### config.mk
export PLATFORM = sky130hd
export DESIGN_NAME = circular_list_manager
export DESIGN_NICKNAME = d
export VERILOG_FILES = /design/src/hw/rtl/clm_pkg.sv /design/src/hw/rtl/clm_datapath.sv /design/src/hw/rtl/clm_controller.sv /design/src/hw/rtl/circular_list_manager.sv
export SDC_FILE = /design/constraint.sdc
export NUM_CORES = 1
export LEC_CHECK = 0
export BUFFER_PORTS_ARGS = -buffer_cell sky130_fd_sc_hd__buf_2
export CORE_MARGIN = 5
export CORE_UTILIZATION = 62
export CTS_BUF_LIST = sky130_fd_sc_hd__clkbuf_16
export DETAILED_ROUTE_END_ITERATION = 8
export HOLD_SLACK_MARGIN = 0.12
export PLACE_DENSITY = 0.82
export SYNTH_ARGS = -nofsm -noshare
export SYNTH_HDL_FRONTEND = slang
export SYNTH_SLANG_ARGS = --single-unit
### constraint.sdc
create_clock -name i_clk -period 11.4 [get_ports i_clk]
set_input_delay 2.85 -clock i_clk [delete_from_list [all_inputs] [get_ports i_clk]]
set_output_delay 2.85 -clock i_clk [all_outputs]
set_load 0.005 [all_outputs]
### src/hw/rtl/clm_pkg.sv
package clm_pkg;

    localparam int CAPACITY = 16;
    localparam int SLOT_W   = 4;
    localparam int COUNT_W  = 5;
    localparam int VALUE_W  = 32;
    localparam int STEPS_W  = 16;
    localparam int BIT_W    = 4;

    typedef enum logic [2:0] {
        MODE_PUSH_FRONT = 3'd0,
        MODE_PUSH_BACK  = 3'd1,
        MODE_ERASE      = 3'd2,
        MODE_FIND       = 3'd3,
        MODE_ADVANCE    = 3'd4,
        MODE_ROUND      = 3'd5,
        MODE_CLEAR      = 3'd6,
        MODE_HEAD       = 3'd7
    } t_mode;

    typedef enum logic [2:0] {
        ST_OK        = 3'd0,
        ST_FULL      = 3'd1,
        ST_NOT_FOUND = 3'd2,
        ST_EMPTY     = 3'd3,
        ST_INVALID   = 3'd4
    } t_status;

    typedef enum logic [1:0] {
        VS_ZERO  = 2'd0,
        VS_INPUT = 2'd1,
        VS_READ  = 2'd2
    } t_vsel;

    typedef enum logic [1:0] {
        HS_ZERO   = 2'd0,
        HS_CUR    = 2'd1,
        HS_HANDLE = 2'd2,
        HS_SLOT   = 2'd3
    } t_hsel;

    typedef struct packed {
        t_mode                mode;
        logic [VALUE_W-1:0]   value;
        logic [SLOT_W-1:0]    handle;
        logic [STEPS_W-1:0]   steps;
    } t_in;

    typedef struct packed {
        t_status              status;
        logic [VALUE_W-1:0]   value_out;
        logic [SLOT_W-1:0]    handle_out;
        logic [COUNT_W-1:0]   count;
        logic                 last;
    } t_out;

    typedef struct packed {
        logic    load;
        logic    rd;
        logic    rd_link;
        logic    step;
        logic    push_a;
        logic    push_b;
        logic    erase;
        logic    clear;
        logic    div;
        logic    adv;
        logic    emit;
        t_status status;
        t_vsel   vsel;
        t_hsel   hsel;
        logic    last;
    } t_dp_cmd;

    typedef struct packed {
        logic count_zero;
        logic full;
        logic h_used;
        logic match;
        logic idx_last;
        logic rem_zero;
        logic div_last;
    } t_dp_flags;

endpackage

### src/hw/rtl/clm_datapath.sv
module clm_datapath (
    input  logic               i_clk,
    input  logic               i_rst_n,
    input  clm_pkg::t_in       i_cmd,
    input  clm_pkg::t_dp_cmd   i_ctl,
    output clm_pkg::t_dp_flags o_flags,
    output logic               o_valid,
    output clm_pkg::t_out      o_result
);
    import clm_pkg::*;

    logic [VALUE_W-1:0] mem_value [CAPACITY];
    logic [SLOT_W-1:0]  mem_link  [CAPACITY];

    t_in                r_in;
    logic [CAPACITY-1:0] r_used;
    logic [SLOT_W-1:0]  r_tail, r_head, r_cur, r_prev, r_slot;
    logic [SLOT_W-1:0]  r_idx, r_rem;
    logic [BIT_W-1:0]   r_bit;
    logic [COUNT_W-1:0] r_count, n_count;
    logic [VALUE_W-1:0] r_rd_value;
    logic [SLOT_W-1:0]  r_rd_link;
    logic               r_valid;
    t_out               r_result;

    logic [SLOT_W-1:0]  free_slot;
    logic [SLOT_W-1:0]  rd_addr;
    logic               link_we;
    logic [SLOT_W-1:0]  link_addr, link_data;
    logic [COUNT_W-1:0] trial, trial_sub;
    logic [SLOT_W-1:0]  n_rem;
    logic               count_zero, count_one;

    assign count_zero = (r_count == '0);
    assign count_one  = (r_count == COUNT_W'(1));

    // lowest free slot
    always_comb begin
        free_slot = '0;
        for (int i = CAPACITY - 1; i >= 0; i--) begin
            if (!r_used[i]) begin
                free_slot = SLOT_W'(i);
            end
        end
    end

    // one restoring step of steps mod count
    assign trial     = {r_rem, r_in.steps[r_bit]};
    assign trial_sub = trial - r_count;
    assign n_rem     = (trial >= r_count) ? trial_sub[SLOT_W-1:0] : trial[SLOT_W-1:0];

    always_comb begin
        n_count = r_count;
        if (i_ctl.push_b) begin
            n_count = r_count + COUNT_W'(1);
        end else if (i_ctl.erase) begin
            n_count = r_count - COUNT_W'(1);
        end else if (i_ctl.clear) begin
            n_count = '0;
        end
    end

    always_comb begin
        link_we   = 1'b0;
        link_addr = free_slot;
        link_data = count_zero ? free_slot : r_head;
        if (i_ctl.push_a) begin
            link_we = 1'b1;
        end else if (i_ctl.push_b) begin
            link_we   = !count_zero;
            link_addr = r_tail;
            link_data = r_slot;
        end else if (i_ctl.erase) begin
            link_we   = !count_one;
            link_addr = r_prev;
            link_data = r_rd_link;
        end
    end

    assign rd_addr = i_ctl.rd_link ? r_rd_link : r_cur;

    always_ff @(posedge i_clk) begin
        if (i_ctl.push_a) begin
            mem_value[free_slot] <= r_in.value;
        end
        if (link_we) begin
            mem_link[link_addr] <= link_data;
        end
        if (i_ctl.rd) begin
            r_rd_value <= mem_value[rd_addr];
            r_rd_link  <= mem_link[rd_addr];
        end
    end

    always_ff @(posedge i_clk) begin
        if (!i_rst_n) begin
            r_used  <= '0;
            r_tail  <= '0;
            r_head  <= '0;
            r_count <= '0;
            r_valid <= 1'b0;
        end else begin
            r_valid <= i_ctl.emit;
            r_count <= n_count;
            if (i_ctl.push_a) begin
                r_used[free_slot] <= 1'b1;
            end
            if (i_ctl.push_b) begin
                if (count_zero) begin
                    r_head <= r_slot;
                    r_tail <= r_slot;
                end else if (r_in.mode == MODE_PUSH_FRONT) begin
                    r_head <= r_slot;
                end else begin
                    r_tail <= r_slot;
                end
            end
            if (i_ctl.erase) begin
                r_used[r_cur] <= 1'b0;
                if (count_one) begin
                    r_tail <= '0;
                end else begin
                    if (r_cur == r_tail) begin
                        r_tail <= r_prev;
                    end
                    if (r_cur == r_head) begin
                        r_head <= r_rd_link;
                    end
                end
            end
            if (i_ctl.clear) begin
                r_used <= '0;
                r_tail <= '0;
            end
        end
    end

    always_ff @(posedge i_clk) begin
        if (i_ctl.load) begin
            r_in   <= i_cmd;
            r_cur  <= (i_cmd.mode == MODE_ADVANCE) ? i_cmd.handle : r_head;
            r_prev <= r_tail;
            r_idx  <= '0;
            r_rem  <= '0;
            r_bit  <= BIT_W'(STEPS_W - 1);
        end
        if (i_ctl.step) begin
            r_prev <= r_cur;
            r_cur  <= r_rd_link;
            r_idx  <= r_idx + SLOT_W'(1);
        end
        if (i_ctl.push_a) begin
            r_slot <= free_slot;
        end
        if (i_ctl.div) begin
            r_rem <= n_rem;
            r_bit <= r_bit - BIT_W'(1);
        end
        if (i_ctl.adv) begin
            r_cur <= r_rd_link;
            r_rem <= r_rem - SLOT_W'(1);
        end
        if (i_ctl.emit) begin
            r_result.status <= i_ctl.status;
            case (i_ctl.vsel)
                VS_INPUT: r_result.value_out <= r_in.value;
                VS_READ:  r_result.value_out <= r_rd_value;
                default:  r_result.value_out <= '0;
            endcase
            case (i_ctl.hsel)
                HS_CUR:    r_result.handle_out <= r_cur;
                HS_HANDLE: r_result.handle_out <= r_in.handle;
                HS_SLOT:   r_result.handle_out <= r_slot;
                default:   r_result.handle_out <= '0;
            endcase
            r_result.count <= n_count;
            r_result.last  <= i_ctl.last;
        end
    end

    assign o_flags.count_zero = count_zero;
    assign o_flags.full       = (r_count == COUNT_W'(CAPACITY));
    assign o_flags.h_used     = r_used[r_in.handle];
    assign o_flags.match      = (r_rd_value == r_in.value);
    assign o_flags.idx_last   = ({1'b0, r_idx} + COUNT_W'(1)) == r_count;
    assign o_flags.rem_zero   = (r_rem == '0);
    assign o_flags.div_last   = (r_bit == '0);

    assign o_valid  = r_valid;
    assign o_result = r_result;

endmodule

### src/hw/rtl/clm_controller.sv
module clm_controller (
    input  logic               i_clk,
    input  logic               i_rst_n,
    input  logic               i_start,
    input  clm_pkg::t_mode     i_mode,
    input  clm_pkg::t_dp_flags i_flags,
    output logic               o_busy,
    output clm_pkg::t_dp_cmd   o_ctl
);
    import clm_pkg::*;

    typedef enum logic [3:0] {
        S_IDLE, S_DISPATCH, S_PUSH_A, S_PUSH_B, S_WALK, S_ROUND,
        S_HEAD, S_DIV, S_ADV_RD, S_ADV
    } t_state;

    t_state r_state, n_state;
    t_mode  r_mode;

    assign o_busy = (r_state != S_IDLE);

    always_comb begin
        o_ctl        = '0;
        o_ctl.status = ST_OK;
        o_ctl.vsel   = VS_ZERO;
        o_ctl.hsel   = HS_ZERO;
        o_ctl.last   = 1'b1;
        n_state      = r_state;
        case (r_state)
            S_IDLE: begin
                if (i_start) begin
                    o_ctl.load = 1'b1;
                    n_state    = S_DISPATCH;
                end
            end
            S_DISPATCH: begin
                if (r_mode == MODE_PUSH_FRONT || r_mode == MODE_PUSH_BACK) begin
                    if (i_flags.full) begin
                        o_ctl.emit   = 1'b1;
                        o_ctl.status = ST_FULL;
                        o_ctl.vsel   = VS_INPUT;
                        n_state      = S_IDLE;
                    end else begin
                        n_state = S_PUSH_A;
                    end
                end else if (r_mode == MODE_CLEAR) begin
                    o_ctl.clear = 1'b1;
                    o_ctl.emit  = 1'b1;
                    n_state     = S_IDLE;
                end else if (r_mode == MODE_ADVANCE && !i_flags.count_zero
                             && !i_flags.h_used) begin
                    o_ctl.emit   = 1'b1;
                    o_ctl.status = ST_INVALID;
                    o_ctl.hsel   = HS_HANDLE;
                    n_state      = S_IDLE;
                end else if (i_flags.count_zero) begin
                    o_ctl.emit   = 1'b1;
                    o_ctl.status = ST_EMPTY;
                    n_state      = S_IDLE;
                end else if (r_mode == MODE_ADVANCE) begin
                    n_state = S_DIV;
                end else begin
                    o_ctl.rd = 1'b1;
                    if (r_mode == MODE_ROUND) begin
                        n_state = S_ROUND;
                    end else if (r_mode == MODE_HEAD) begin
                        n_state = S_HEAD;
                    end else begin
                        n_state = S_WALK;
                    end
                end
            end
            S_PUSH_A: begin
                o_ctl.push_a = 1'b1;
                n_state      = S_PUSH_B;
            end
            S_PUSH_B: begin
                o_ctl.push_b = 1'b1;
                o_ctl.emit   = 1'b1;
                o_ctl.vsel   = VS_INPUT;
                o_ctl.hsel   = HS_SLOT;
                n_state      = S_IDLE;
            end
            S_WALK: begin
                if (i_flags.match) begin
                    o_ctl.erase = (r_mode == MODE_ERASE);
                    o_ctl.emit  = 1'b1;
                    o_ctl.vsel  = VS_INPUT;
                    o_ctl.hsel  = HS_CUR;
                    n_state     = S_IDLE;
                end else if (i_flags.idx_last) begin
                    o_ctl.emit   = 1'b1;
                    o_ctl.status = ST_NOT_FOUND;
                    o_ctl.vsel   = VS_INPUT;
                    n_state      = S_IDLE;
                end else begin
                    o_ctl.step    = 1'b1;
                    o_ctl.rd      = 1'b1;
                    o_ctl.rd_link = 1'b1;
                end
            end
            S_ROUND: begin
                o_ctl.emit = 1'b1;
                o_ctl.vsel = VS_READ;
                o_ctl.hsel = HS_CUR;
                o_ctl.last = i_flags.idx_last;
                if (i_flags.idx_last) begin
                    n_state = S_IDLE;
                end else begin
                    o_ctl.step    = 1'b1;
                    o_ctl.rd      = 1'b1;
                    o_ctl.rd_link = 1'b1;
                end
            end
            S_HEAD: begin
                o_ctl.emit = 1'b1;
                o_ctl.vsel = VS_READ;
                o_ctl.hsel = HS_CUR;
                n_state    = S_IDLE;
            end
            S_DIV: begin
                o_ctl.div = 1'b1;
                if (i_flags.div_last) begin
                    n_state = S_ADV_RD;
                end
            end
            S_ADV_RD: begin
                o_ctl.rd = 1'b1;
                n_state  = S_ADV;
            end
            S_ADV: begin
                if (i_flags.rem_zero) begin
                    o_ctl.emit = 1'b1;
                    o_ctl.vsel = VS_READ;
                    o_ctl.hsel = HS_CUR;
                    n_state    = S_IDLE;
                end else begin
                    o_ctl.adv     = 1'b1;
                    o_ctl.rd      = 1'b1;
                    o_ctl.rd_link = 1'b1;
                end
            end
            default: begin
                n_state = S_IDLE;
            end
        endcase
    end

    always_ff @(posedge i_clk) begin
        if (!i_rst_n) begin
            r_state <= S_IDLE;
            r_mode  <= MODE_HEAD;
        end else begin
            r_state <= n_state;
            if (r_state == S_IDLE && i_start) begin
                r_mode <= i_mode;
            end
        end
    end

endmodule

### src/hw/rtl/circular_list_manager.sv
// channel   | ports                      | transaction
// ----------+----------------------------+------------------------------------
// command   | start, busy, i_cmd         | taken at an edge with start & !busy
// result    | o_valid, o_result          | one cycle per result, last marked
//
// busy from the accepting edge until the result is formed; a result shows in
// the cycle after. push stores, then links the node; clear, empty, full and bad
// handle answer at dispatch; head reads the head node; erase/find read one node
// per cycle; round shows each node; advance takes steps mod count, then walks it.
// synchronous active-low reset empties the list; node stores are not cleared.
// results cannot be stalled.
module circular_list_manager (
    input  logic          i_clk,
    input  logic          i_rst_n,
    input  logic          start,
    output logic          busy,
    input  clm_pkg::t_in  i_cmd,
    output logic          o_valid,
    output clm_pkg::t_out o_result
);
    import clm_pkg::*;

    t_dp_cmd   ctl;
    t_dp_flags flags;

    clm_controller u_ctrl (
        .i_clk   (i_clk),
        .i_rst_n (i_rst_n),
        .i_start (start),
        .i_mode  (i_cmd.mode),
        .i_flags (flags),
        .o_busy  (busy),
        .o_ctl   (ctl)
    );

    clm_datapath u_dp (
        .i_clk    (i_clk),
        .i_rst_n  (i_rst_n),
        .i_cmd    (i_cmd),
        .i_ctl    (ctl),
        .o_flags  (flags),
        .o_valid  (o_valid),
        .o_result (o_result)
    );

    a_last_gap: assert property (@(posedge i_clk) disable iff (!i_rst_n)
        o_valid && o_result.last |=> !o_valid)
        else $error("result right after a last result");

    a_count_range: assert property (@(posedge i_clk) disable iff (!i_rst_n)
        o_valid |-> o_result.count <= COUNT_W'(CAPACITY))
        else $error("count beyond capacity");

    a_accept_busy: assert property (@(posedge i_clk) disable iff (!i_rst_n)
        start && !busy |=> busy)
        else $error("not busy after accepting a command");

endmodule
Word level (Yosys, flattened, before mapping)
Memories as Yosys holds them, arrays and structs flattened. A register that Yosys moved wholly into a read port is not among the register bits.
Index checks and enable logic that the tools add are counted.

operators by class
  add/subtract/negate cells = 7
  $lt $le $gt $ge = 7
  eq/ne operators = 30
  muxes and demuxes = 129
  bitwise operators = 4
  reductions and logical operators = 24

operator list
  operator                                                                      number
  4-bit 2-to-1 mux                                                              63
  32-bit case mux with 2 select lines                                           1
  16-bit 2-to-1 mux                                                             3
  32-bit == test                                                                1
  1-bit 2-to-1 mux                                                              32
  4-bit case mux with 8 select lines                                            1
  4-bit by 5-bit less-than comparator with 1-bit output, second input constant  4
  4-bit case mux with 5 select lines                                            1
  2-bit 2-to-1 mux                                                              9
  16-bit AND                                                                    1
  4-bit by 3-bit == test with 1-bit output, second input constant               4
  16-bit inverter                                                               1
  16-bit OR                                                                     1
  3-bit == test, second input constant                                          5
  5-bit 2-to-1 mux                                                              3
  4-bit zero test                                                               3
  3-bit 2-to-1 mux                                                              4
  6-bit 2-to-1 mux                                                              2
  4-bit case mux with 3 select lines                                            1
  1-bit binary-select mux with 4-bit select                                     2
  1-bit demux with 4-bit select                                                 2
  4-bit by 2-bit == test with 1-bit output, second input constant               2
  4-bit == test                                                                 2
  4-bit == test, second input constant                                          2
  34 further kinds                                                              51

word-level totals
  flip-flop bits (word level) = 161
  memory bits (writable) = 576
  input port bits = 58
  output and inout bits = 47
  word-level logic and storage cells = 225
  memories = 2

memory list
  memory          depth  bits a word  read ports  clocked after memory_dff  wr ports  line                source
  u_dp.mem_value  16     32           1           1                         1         clm_datapath.sv:12  logic [VALUE_W-1:0] mem_value [CAPACITY];
  u_dp.mem_link   16     4            1           1                         1         clm_datapath.sv:13  logic [SLOT_W-1:0] mem_link [CAPACITY];

Logic depth before layout (Yosys ltp)
Gate-level depths: netlist of run 1.

  depth in word-level cells = 25
  gate-level depth with buffers = 13
  gate-level depth less buffers = 12

By module
A second synthesis of run 1 with hierarchy kept.

unflattened totals
  cell total of the unflattened synthesis = 1686
  area total of the unflattened synthesis = 31031.0 um^2

modules (own cells, without submodules)
  module          times used  cells each  area each (um^2)  sequential area each (um^2)
  clm_datapath    1           1579        30294.1           22701.8
  clm_controller  1           107         737.0             140.1

Least setup slack after synthesis of run 1
OpenSTA, ideal clock, no wires.

  kind = reg-to-reg
  from = reg u_dp.r_in[17] (netlist name)
  to = reg u_dp.r_result, in the netlist u_dp.o_result[0] (enable)
  setup time = 606 ps
  arrival time = 7087 ps
  required time = 10794 ps
  path slack = 3707 ps
  cell stages (with the launch flop) = 7
  buffers on the path = 1
  clock period less this slack = 7693 ps
  cell sequence = edfxtp_1 -> clkbuf_1 -> mux4_2 -> mux4_2 -> a21oi_1 -> nor2_1 -> o311ai_0

RTL lines
  element                 line                 source
  from (decl)             clm_datapath.sv:15   t_in r_in;
  from (signal assigned)  clm_datapath.sv:140  r_in <= i_cmd;
  to (decl)               clm_datapath.sv:24   t_out r_result;

Final worst setup path of run 1
  from = reg u_dp.r_in[39] (netlist name)
  to = reg u_dp.r_rd_value[25], read port of u_dp.mem_value, data pin

between the ends
  longest elaborated chain between the ends = 4
  elaborated cells on any way between the ends = 5
  classes of those cells = eq/ne: 1; mux: 4

ends and longest elaborated chain
  element                             line                  source
  32-bit == test (*)                  clm_datapath.sv:184   assign o_flags.match = (r_rd_value == r_in.value);
  3-bit 2-to-1 mux (*)                clm_controller.sv:85  if (i_flags.match) begin
  1-bit case mux with 3 select lines  clm_controller.sv:29  case (r_state)
  4-bit 2-to-1 mux                    clm_datapath.sv:80    assign rd_addr = i_ctl.rd_link ? r_rd_link : r_cur;
  to (decl)                           clm_datapath.sv:21    logic [VALUE_W-1:0] r_rd_value;

Every way passes the cells marked *; elsewhere a longest branch is shown, timed or not.
A chain may end at the register's enable or synchronous reset.

==> run_summary.xml, run 1 <==
<?xml version="1.0" encoding="UTF-8"?>
<metrics>
  <group name="status">
    <metric name="outcome" unit="">finished clean</metric>
  </group>
  <group name="route">
    <metric name="drcViolationCount" unit="">0</metric>
    <metric name="totalWireLength" unit="um">76700</metric>
    <metric name="detail_route.vias_per_cell" unit="">6.61</metric>
    <metric name="detail_route.first_pass.iterations" unit="">6</metric>
    <metric name="initialDrtViolationCount" unit="">2641</metric>
    <metric name="routed-via-count" unit="">18146</metric>
    <metric name="route.detailed.wl_per_inst" unit="um">27.9</metric>
    <metric name="antenna_left" unit="">0</metric>
  </group>
  <group name="final_layout">
    <metric name="post_layout_nonfiller_instances" unit="">2744</metric>
    <metric name="drive_gt1_frac" unit="">0.151</metric>
    <metric name="insertedDiodeCount" unit="">0</metric>
    <metric name="area.growth.synth_to_final" unit="%">11.6</metric>
    <metric name="layout.cells.most_common_list" unit="">736 x edfxtp_1, 312 x mux2i_1, 150 x o22ai_1</metric>
    <metric name="layout.core_utilization" unit="">0.700</metric>
    <metric name="finish.net_count" unit="">2094</metric>
    <metric name="most_frequent_standard_cell_in_the_layout_excluding_fill_and_tap_cells" unit="">edfxtp_1</metric>
  </group>
  <group name="clock_tree">
    <metric name="clk_root_buffer_cell" unit="">clkbuf_16</metric>
    <metric name="post_cts_buffers" unit="">0</metric>
    <metric name="worstSkewPairLatency" unit="ps">620</metric>
    <metric name="max-clock-path-buffers" unit="">3</metric>
    <metric name="total_cts_buffers" unit="">76</metric>
    <metric name="hold_buffers_post_cts" unit="">0</metric>
    <metric name="cts_tree" unit="">done</metric>
    <metric name="clkSlewWorstSetupHoldPaths" unit="ps">60</metric>
    <metric name="cts_htree_levels" unit="">3</metric>
    <metric name="cts_repair_resize_count" unit="">0</metric>
    <metric name="clock_sink_count" unit="">773</metric>
  </group>
  <group name="floorplanning">
    <metric name="initial_core_utilization" unit="">0.627</metric>
    <metric name="placeableCoreArea" unit="um^2">50100</metric>
    <metric name="placementRows" unit="">82</metric>
    <metric name="ioPinCount" unit="">105</metric>
    <metric name="die-width" unit="um">235</metric>
    <metric name="die-height" unit="um">235</metric>
    <metric name="dieArea" unit="um^2">55200</metric>
  </group>
  <group name="timing">
    <metric name="fin_skew" unit="ps">20.7</metric>
    <metric name="period_minus_slack" unit="ps">5670</metric>
    <metric name="tightestPinTransition" unit="ps">1150</metric>
    <metric name="hold_violation_total_from_the_final_report" unit="">0</metric>
    <metric name="normalized_max_slew_margin" unit="">0.236</metric>
    <metric name="layout_worst_path_cycle_share" unit="">0.498</metric>
    <metric name="fin_hold_ws" unit="ps">607</metric>
    <metric name="timing.final.setup_violations" unit="">0</metric>
    <metric name="grt_setup_unrepaired" unit="">no</metric>
    <metric name="maximum_frequency_from_static_timing_analysis" unit="MHz">176</metric>
    <metric name="finalMaxSlewViolations" unit="">0</metric>
    <metric name="setup-tns-final" unit="ps">0</metric>
  </group>
  <group name="critical_path">
    <metric name="arrival" unit="ps">6010</metric>
    <metric name="r2r_start" unit="">u_dp.r_in[39]</metric>
    <metric name="critical_path_class" unit="">reg -&gt; reg</metric>
    <metric name="crit_path_max_incr_delay" unit="ps">830</metric>
    <metric name="worst_setup_path_startpoint" unit="">u_dp.r_in[39]</metric>
    <metric name="r2r-end" unit="">u_dp.r_rd_value[25]</metric>
    <metric name="timing.critical_path.fanout_max" unit="">142</metric>
    <metric name="required" unit="ps">11740</metric>
    <metric name="setup.worst_path.end_class" unit="">flip-flop</metric>
    <metric name="ff2ff_path_depth" unit="">10</metric>
    <metric name="crit_chain" unit="">xor2_1 &gt; nor4_1 &gt; nand4_2 &gt; o31a_4 &gt; o22ai_4 &gt; buf_12 &gt; buf_4 &gt; mux2i_1 &gt; o22ai_1 &gt; or4_1</metric>
    <metric name="critical_path_cell_count" unit="">10</metric>
    <metric name="start_kind" unit="">flip-flop</metric>
    <metric name="cp_num_buf_inv" unit="">2</metric>
    <metric name="rrSetupSlack" unit="ps">5730</metric>
    <metric name="slowest_stage_cell_on_the_critical_path" unit="">buf_4</metric>
    <metric name="cp_top_family" unit="">simple AND/OR/NAND/NOR gates</metric>
  </group>
  <group name="global_route">
    <metric name="grt_use_total" unit="">0.271</metric>
    <metric name="number_of_global_route_vias_before_repair" unit="">18036</metric>
    <metric name="pin_count_of_the_biggest_net_entering_global_routing" unit="">143</metric>
    <metric name="grt_antenna_before_repair" unit="">0</metric>
    <metric name="globalRoute.totalOverflow" unit="">0</metric>
    <metric name="global_route_wire_length_before_repair" unit="um">113000</metric>
  </group>
  <group name="power_and_ir_drop">
    <metric name="ir_worst_vdd" unit="mV">0.146</metric>
    <metric name="comb_power_share" unit="">0.042</metric>
    <metric name="power.share.switching" unit="">0.210</metric>
    <metric name="internal_power" unit="W">0.00461</metric>
    <metric name="power_share_of_the_sequential_group" unit="">0.548</metric>
    <metric name="share_clk_of_total_power" unit="">0.410</metric>
    <metric name="switching_power" unit="W">0.00123</metric>
    <metric name="leakagePower" unit="nW">12.0</metric>
    <metric name="total_power" unit="W">0.00583</metric>
    <metric name="cellPowerDensity" unit="nW/um^2">167</metric>
  </group>
  <group name="placed_design">
    <metric name="port-buffer-count" unit="">104</metric>
    <metric name="placed_cells" unit="">2615</metric>
    <metric name="hpwl" unit="um">40800</metric>
    <metric name="gp_routability_congestion" unit="">0.925</metric>
  </group>
  <group name="logic_synthesis">
    <metric name="mappedNetlistArea" unit="um^2">31400</metric>
    <metric name="dominantRegCellSynth" unit="">edfxtp_1</metric>
    <metric name="yosys_warnings" unit="">0</metric>
    <metric name="post_synth_inst_count" unit="">1900</metric>
    <metric name="synth-async-reset-ratio" unit="">0</metric>
    <metric name="yosys.cell_types.count" unit="">72</metric>
    <metric name="ys_ff_latch" unit="">773</metric>
    <metric name="seq_area_frac_synth" unit="">0.728</metric>
    <metric name="synthesis.nets" unit="">1973</metric>
    <metric name="synth_enable_flop_cells" unit="">736</metric>
    <metric name="synthesis.area_per_instance" unit="um^2">16.5</metric>
  </group>
  <group name="hold_path">
    <metric name="hold_path.class" unit="">reg -&gt; reg</metric>
    <metric name="whs_endpoint" unit="">u_dp.o_result[5]</metric>
    <metric name="min-delay-start" unit="">u_dp.r_count[4]</metric>
    <metric name="whs_path_depth" unit="">1</metric>
  </group>
  <group name="job">
    <metric name="cap_viol_max_count" unit="">0</metric>
  </group>
</metrics>
[worst max path at each step]
stage / endpoint
after floorplan: u_dp.o_result[0]
after global placement: u_dp.r_rd_value[25]
after detailed placement: u_dp.r_rd_value[25]
after CTS: u_dp.r_rd_value[25]
after global routing: u_dp.r_rd_value[25]
final: u_dp.r_rd_value[25]
[per-layer routing]
layer / global-route usage / share of wire / up-vias / routed length, um
met5: 0 / 0 / - / 0
met4: 0.0816 / 0.027 / 0 / 2040
met1: 0.382 / 0.38 / 9008 / 29500
met3: 0.0641 / 0.12 / 148 / 8940
met2: 0.430 / 0.47 / 1173 / 36200
li1: - / - / 7817 / -
[through the flow]
stage / cell area, um^2 / setup WS [ps]
after floorplan: 31400 / 3710
after global placement: 32700 / 6060
after detailed placement: 32700 / 5920
after CTS: 35000 / 5890
after global routing: 35000 / 5580
final: 35000 / 5730
[layout make-up]
cell class,instances,area (um^2)
clock buffers,77,1930
clock inverters,52,414
fillers,3138,15000
inverters,24,90.1
multi-input cells,1005,8110
flip-flops and latches,773,22800
well taps,672,841
repair buffers,141,811
[cells in the mapped netlist (36+ instances only)]
cell,number,area (um^2)
or4_1,36,270
edfxtp_1,736,22100
nor3_1,39,195
nor2_1,70,263
mux2i_1,312,3120
buf_2,39,195
a22oi_1,36,270
o22ai_1,151,945
nand2_1,68,255
xor2_1,39,342
dfxtp_1,37,741
clkbuf_1,39,146
[logic make-up (layout without fill, tap and decap cells)]
group,Yosys count,after routing,share of synthesized area
xor gates and xnor gates,54,54,0.0155
DFF,773,773,0.728
muxes,324,324,0.108
and+or+nand+nor,312,312,0.0552
AOI/OAI and AO/OA,300,300,0.0679
buffers and inverters,122,294,0.0196
adders and majority gates,15,15,0.00622
[state kept, by name, summed over array words and instances (netlist names), 3 cells and up]
| name | cells |
|---|---|
| u_ctrl.r_state | 4 |
| u_dp.mem_value | 512 |
| u_dp.r_rd_link | 4 |
| u_ctrl.r_mode | 3 |
| u_dp.r_rd_value | 32 |
| u_dp.r_head | 4 |
| u_dp.o_result | 45 |
| u_dp.mem_link | 64 |
| u_dp.r_idx | 4 |
| u_dp.r_rem | 4 |
| u_dp.r_count | 5 |
| u_dp.r_slot | 4 |
| u_dp.r_prev | 4 |
| u_dp.r_cur | 4 |
| u_dp.r_bit | 4 |
| u_dp.r_in | 55 |
| u_dp.r_used | 16 |
| u_dp.r_tail | 4 |
[power by group through the flow]
| stage | combinational (W) | sequential, W | clock [W] |
|---|---|---|---|
| after floorplan | 0.000171 | 0.00324 | 0 |
| after global placement | 0.000233 | 0.00325 | 0 |
| after detailed placement | 0.000239 | 0.00326 | 0 |
| after CTS | 0.000242 | 0.00320 | 0.00241 |
| after global routing | 0.000257 | 0.00320 | 0.00253 |
| final | 0.000243 | 0.00320 | 0.00239 |
Power figures use the tool's default switching activity.
==> run 2: changes to the inputs <==
==> constraint.sdc (replaced) <==
create_clock -name i_clk -period 5.6 [get_ports i_clk]
set_input_delay 1.4 -clock i_clk [delete_from_list [all_inputs] [get_ports i_clk]]
set_output_delay 1.4 -clock i_clk [all_outputs]
set_load 0.005 [all_outputs]
==> run 2 against run 1 <==
Global-route usage rose by 0.14 points. Worst hold slack improved by 0.61 ps. First-iteration DRC count fell by 1.8%. Combinational power rose by 110%.
==> run_summary.xml, run 2 (synthesis results as in run 1) <==
<?xml version="1.0" encoding="UTF-8"?>
<metrics>
  <group name="status">
    <metric name="outcome" unit="">finished clean</metric>
  </group>
  <group name="timing">
    <metric name="hold_violation_total_from_the_final_report" unit="">0</metric>
    <metric name="tightestPinTransition" unit="ps">1150</metric>
    <metric name="fin_skew" unit="ps">29.8</metric>
    <metric name="maximum_frequency_from_static_timing_analysis" unit="MHz">208</metric>
    <metric name="layout_worst_path_cycle_share" unit="">0.861</metric>
    <metric name="finalMaxSlewViolations" unit="">0</metric>
    <metric name="normalized_max_slew_margin" unit="">0.228</metric>
    <metric name="setup-tns-final" unit="ps">0</metric>
    <metric name="timing.final.setup_violations" unit="">0</metric>
    <metric name="grt_setup_unrepaired" unit="">no</metric>
    <metric name="period_minus_slack" unit="ps">4820</metric>
  </group>
  <group name="global_route">
    <metric name="number_of_global_route_vias_before_repair" unit="">18347</metric>
    <metric name="globalRoute.totalOverflow" unit="">0</metric>
    <metric name="grt_use_total" unit="">0.272</metric>
    <metric name="global_route_wire_length_before_repair" unit="um">114000</metric>
    <metric name="pin_count_of_the_biggest_net_entering_global_routing" unit="">77</metric>
    <metric name="grt_antenna_before_repair" unit="">0</metric>
  </group>
  <group name="hold_path">
    <metric name="min-delay-start" unit="">u_dp.r_in[19]</metric>
    <metric name="hold_path.class" unit="">reg -&gt; reg</metric>
    <metric name="whs_endpoint" unit="">u_dp.o_result[9]</metric>
    <metric name="whs_path_depth" unit="">2</metric>
  </group>
  <group name="clock_tree">
    <metric name="total_cts_buffers" unit="">77</metric>
    <metric name="cts_htree_levels" unit="">3</metric>
    <metric name="cts_tree" unit="">done</metric>
    <metric name="post_cts_buffers" unit="">0</metric>
    <metric name="hold_buffers_post_cts" unit="">0</metric>
    <metric name="clkSlewWorstSetupHoldPaths" unit="ps">60</metric>
    <metric name="clk_root_buffer_cell" unit="">clkbuf_16</metric>
    <metric name="max-clock-path-buffers" unit="">3</metric>
    <metric name="clock_sink_count" unit="">773</metric>
    <metric name="worstSkewPairLatency" unit="ps">630</metric>
    <metric name="cts_repair_resize_count" unit="">0</metric>
  </group>
  <group name="floorplanning">
    <metric name="placeableCoreArea" unit="um^2">50100</metric>
    <metric name="placementRows" unit="">82</metric>
    <metric name="ioPinCount" unit="">105</metric>
    <metric name="dieArea" unit="um^2">55200</metric>
    <metric name="die-width" unit="um">235</metric>
    <metric name="die-height" unit="um">235</metric>
    <metric name="initial_core_utilization" unit="">0.627</metric>
  </group>
  <group name="placed_design">
    <metric name="dpl_cell_area" unit="um^2">32800</metric>
    <metric name="hpwl" unit="um">43000</metric>
    <metric name="gp_routability_congestion" unit="">0.927</metric>
    <metric name="port-buffer-count" unit="">104</metric>
    <metric name="placed_cells" unit="">2629</metric>
  </group>
  <group name="power_and_ir_drop">
    <metric name="ir_worst_vdd" unit="mV">0.304</metric>
    <metric name="leakagePower" unit="nW">12.2</metric>
    <metric name="cellPowerDensity" unit="nW/um^2">341</metric>
    <metric name="total_power" unit="W">0.0120</metric>
  </group>
  <group name="critical_path">
    <metric name="critical_path_class" unit="">reg -&gt; reg</metric>
    <metric name="start_kind" unit="">flip-flop</metric>
    <metric name="ff2ff_path_depth" unit="">9</metric>
    <metric name="r2r-end" unit="">u_dp.r_rd_value[7]</metric>
    <metric name="setup.worst_path.end_class" unit="">flip-flop</metric>
    <metric name="arrival" unit="ps">5160</metric>
    <metric name="r2r_start" unit="">u_dp.r_in[28]</metric>
    <metric name="required" unit="ps">5940</metric>
    <metric name="rrSetupSlack" unit="ps">780</metric>
    <metric name="timing.critical_path.fanout_max" unit="">18</metric>
  </group>
  <group name="final_layout">
    <metric name="largest_register_ff_count" unit="">512</metric>
    <metric name="fillerInstances" unit="">3063</metric>
    <metric name="finish.instance_area" unit="um^2">35300</metric>
    <metric name="post_layout_nonfiller_instances" unit="">2768</metric>
    <metric name="reg_top3" unit="">u_dp.mem_value (512), u_dp.mem_link (64), u_dp.r_in (55)</metric>
    <metric name="finish.net_count" unit="">2109</metric>
    <metric name="insertedDiodeCount" unit="">0</metric>
    <metric name="max_flop_register" unit="">u_dp.mem_value</metric>
    <metric name="area.growth.synth_to_final" unit="%">12.5</metric>
    <metric name="most_frequent_standard_cell_in_the_layout_excluding_fill_and_tap_cells" unit="">edfxtp_1</metric>
    <metric name="drive_gt1_frac" unit="">0.160</metric>
    <metric name="layout.cells.most_common_list" unit="">736 x edfxtp_1, 312 x mux2i_1, 150 x o22ai_1</metric>
  </group>
  <group name="route">
    <metric name="routed-via-count" unit="">18425</metric>
    <metric name="initialDrtViolationCount" unit="">2594</metric>
    <metric name="route.detailed.wl_per_inst" unit="um">28.0</metric>
    <metric name="detail_route.first_pass.iterations" unit="">6</metric>
    <metric name="totalWireLength" unit="um">77500</metric>
    <metric name="drcViolationCount" unit="">0</metric>
    <metric name="antenna_left" unit="">0</metric>
    <metric name="detail_route.vias_per_cell" unit="">6.66</metric>
  </group>
  <group name="job">
    <metric name="cap_viol_max_count" unit="">0</metric>
  </group>
</metrics>
-- run 2: changes by cell type in the layout (fill, tap and decap cells not counted), moves of 2 or more --
cell / delta
clkinv_2: +8
clkinv_1: -3
inv_1: +3
buf_4: +11
ha_1: +2
clkinvlp_4: -2
ha_2: -2
clkbuf_16: +2
buf_12: +3
-- run 2: where the power goes --
| group | internal, W | switching (W) |
|---|---|---|
| registers | 0.00641 | 0.000105 |
| logic | 0.000204 | 0.000304 |
| clock network | 0.00285 | 0.00214 |
-- run 2: critical path, cell delays in order (launching register included) --
cell and delay [ps]:
edfxtp_1 620, xor2_1 270, nor4_1 610, nand4_2 410, o31ai_4 600, nand2_4 290
a21oi_4 690, buf_4 340, o22ai_1 120, or4_1 570
-- run 2: layout make-up --
class / instances / area [um^2] / share of cell area
clock buffers: 79 / 1980 / 0.0560
clock inverters: 60 / 485 / 0.0138
inverters: 24 / 90.1 / 0.00255
multi-input cells: 1005 / 8110 / 0.230
flip-flops and latches: 773 / 22800 / 0.647
well taps: 672 / 841 / 0.0238
repair buffers: 155 / 953 / 0.0270
-- run 2: how the worst max path moves through the flow --
stage	slack [ps]	depth (start not counted)	endpoint	from
after floorplan	1180	8	u_dp.r_used[13]	u_dp.r_used[15]
after global placement	1090	9	u_dp.r_rd_value[15]	u_dp.r_in[39]
after detailed placement	970	9	u_dp.r_rd_value[22]	u_dp.r_in[28]
after CTS	930	9	u_dp.r_rd_value[7]	u_dp.r_in[47]
after global routing	590	9	u_dp.r_rd_value[7]	u_dp.r_in[28]
final	780	9	u_dp.r_rd_value[7]	u_dp.r_in[28]
-- run 2: per-stage QoR --
step | worst slack [ps] | util | hold WS [ps]
after floorplan | 1180 | - | 526
after detailed placement | 965 | 0.656 | 595
final | 781 | 0.705 | 607
after global placement | 1090 | 0.656 | 587
after CTS | 929 | 0.705 | 610
after global routing | 594 | 0.705 | 623
-- run 2: layer usage --
layer / track usage / vias up / share of wire
li1: - / 7864 / -
met4: 0.108 / 0 / 0.036
met5: 0 / - / 0
met1: 0.363 / 9201 / 0.37
met3: 0.0498 / 208 / 0.097
met2: 0.452 / 1152 / 0.49
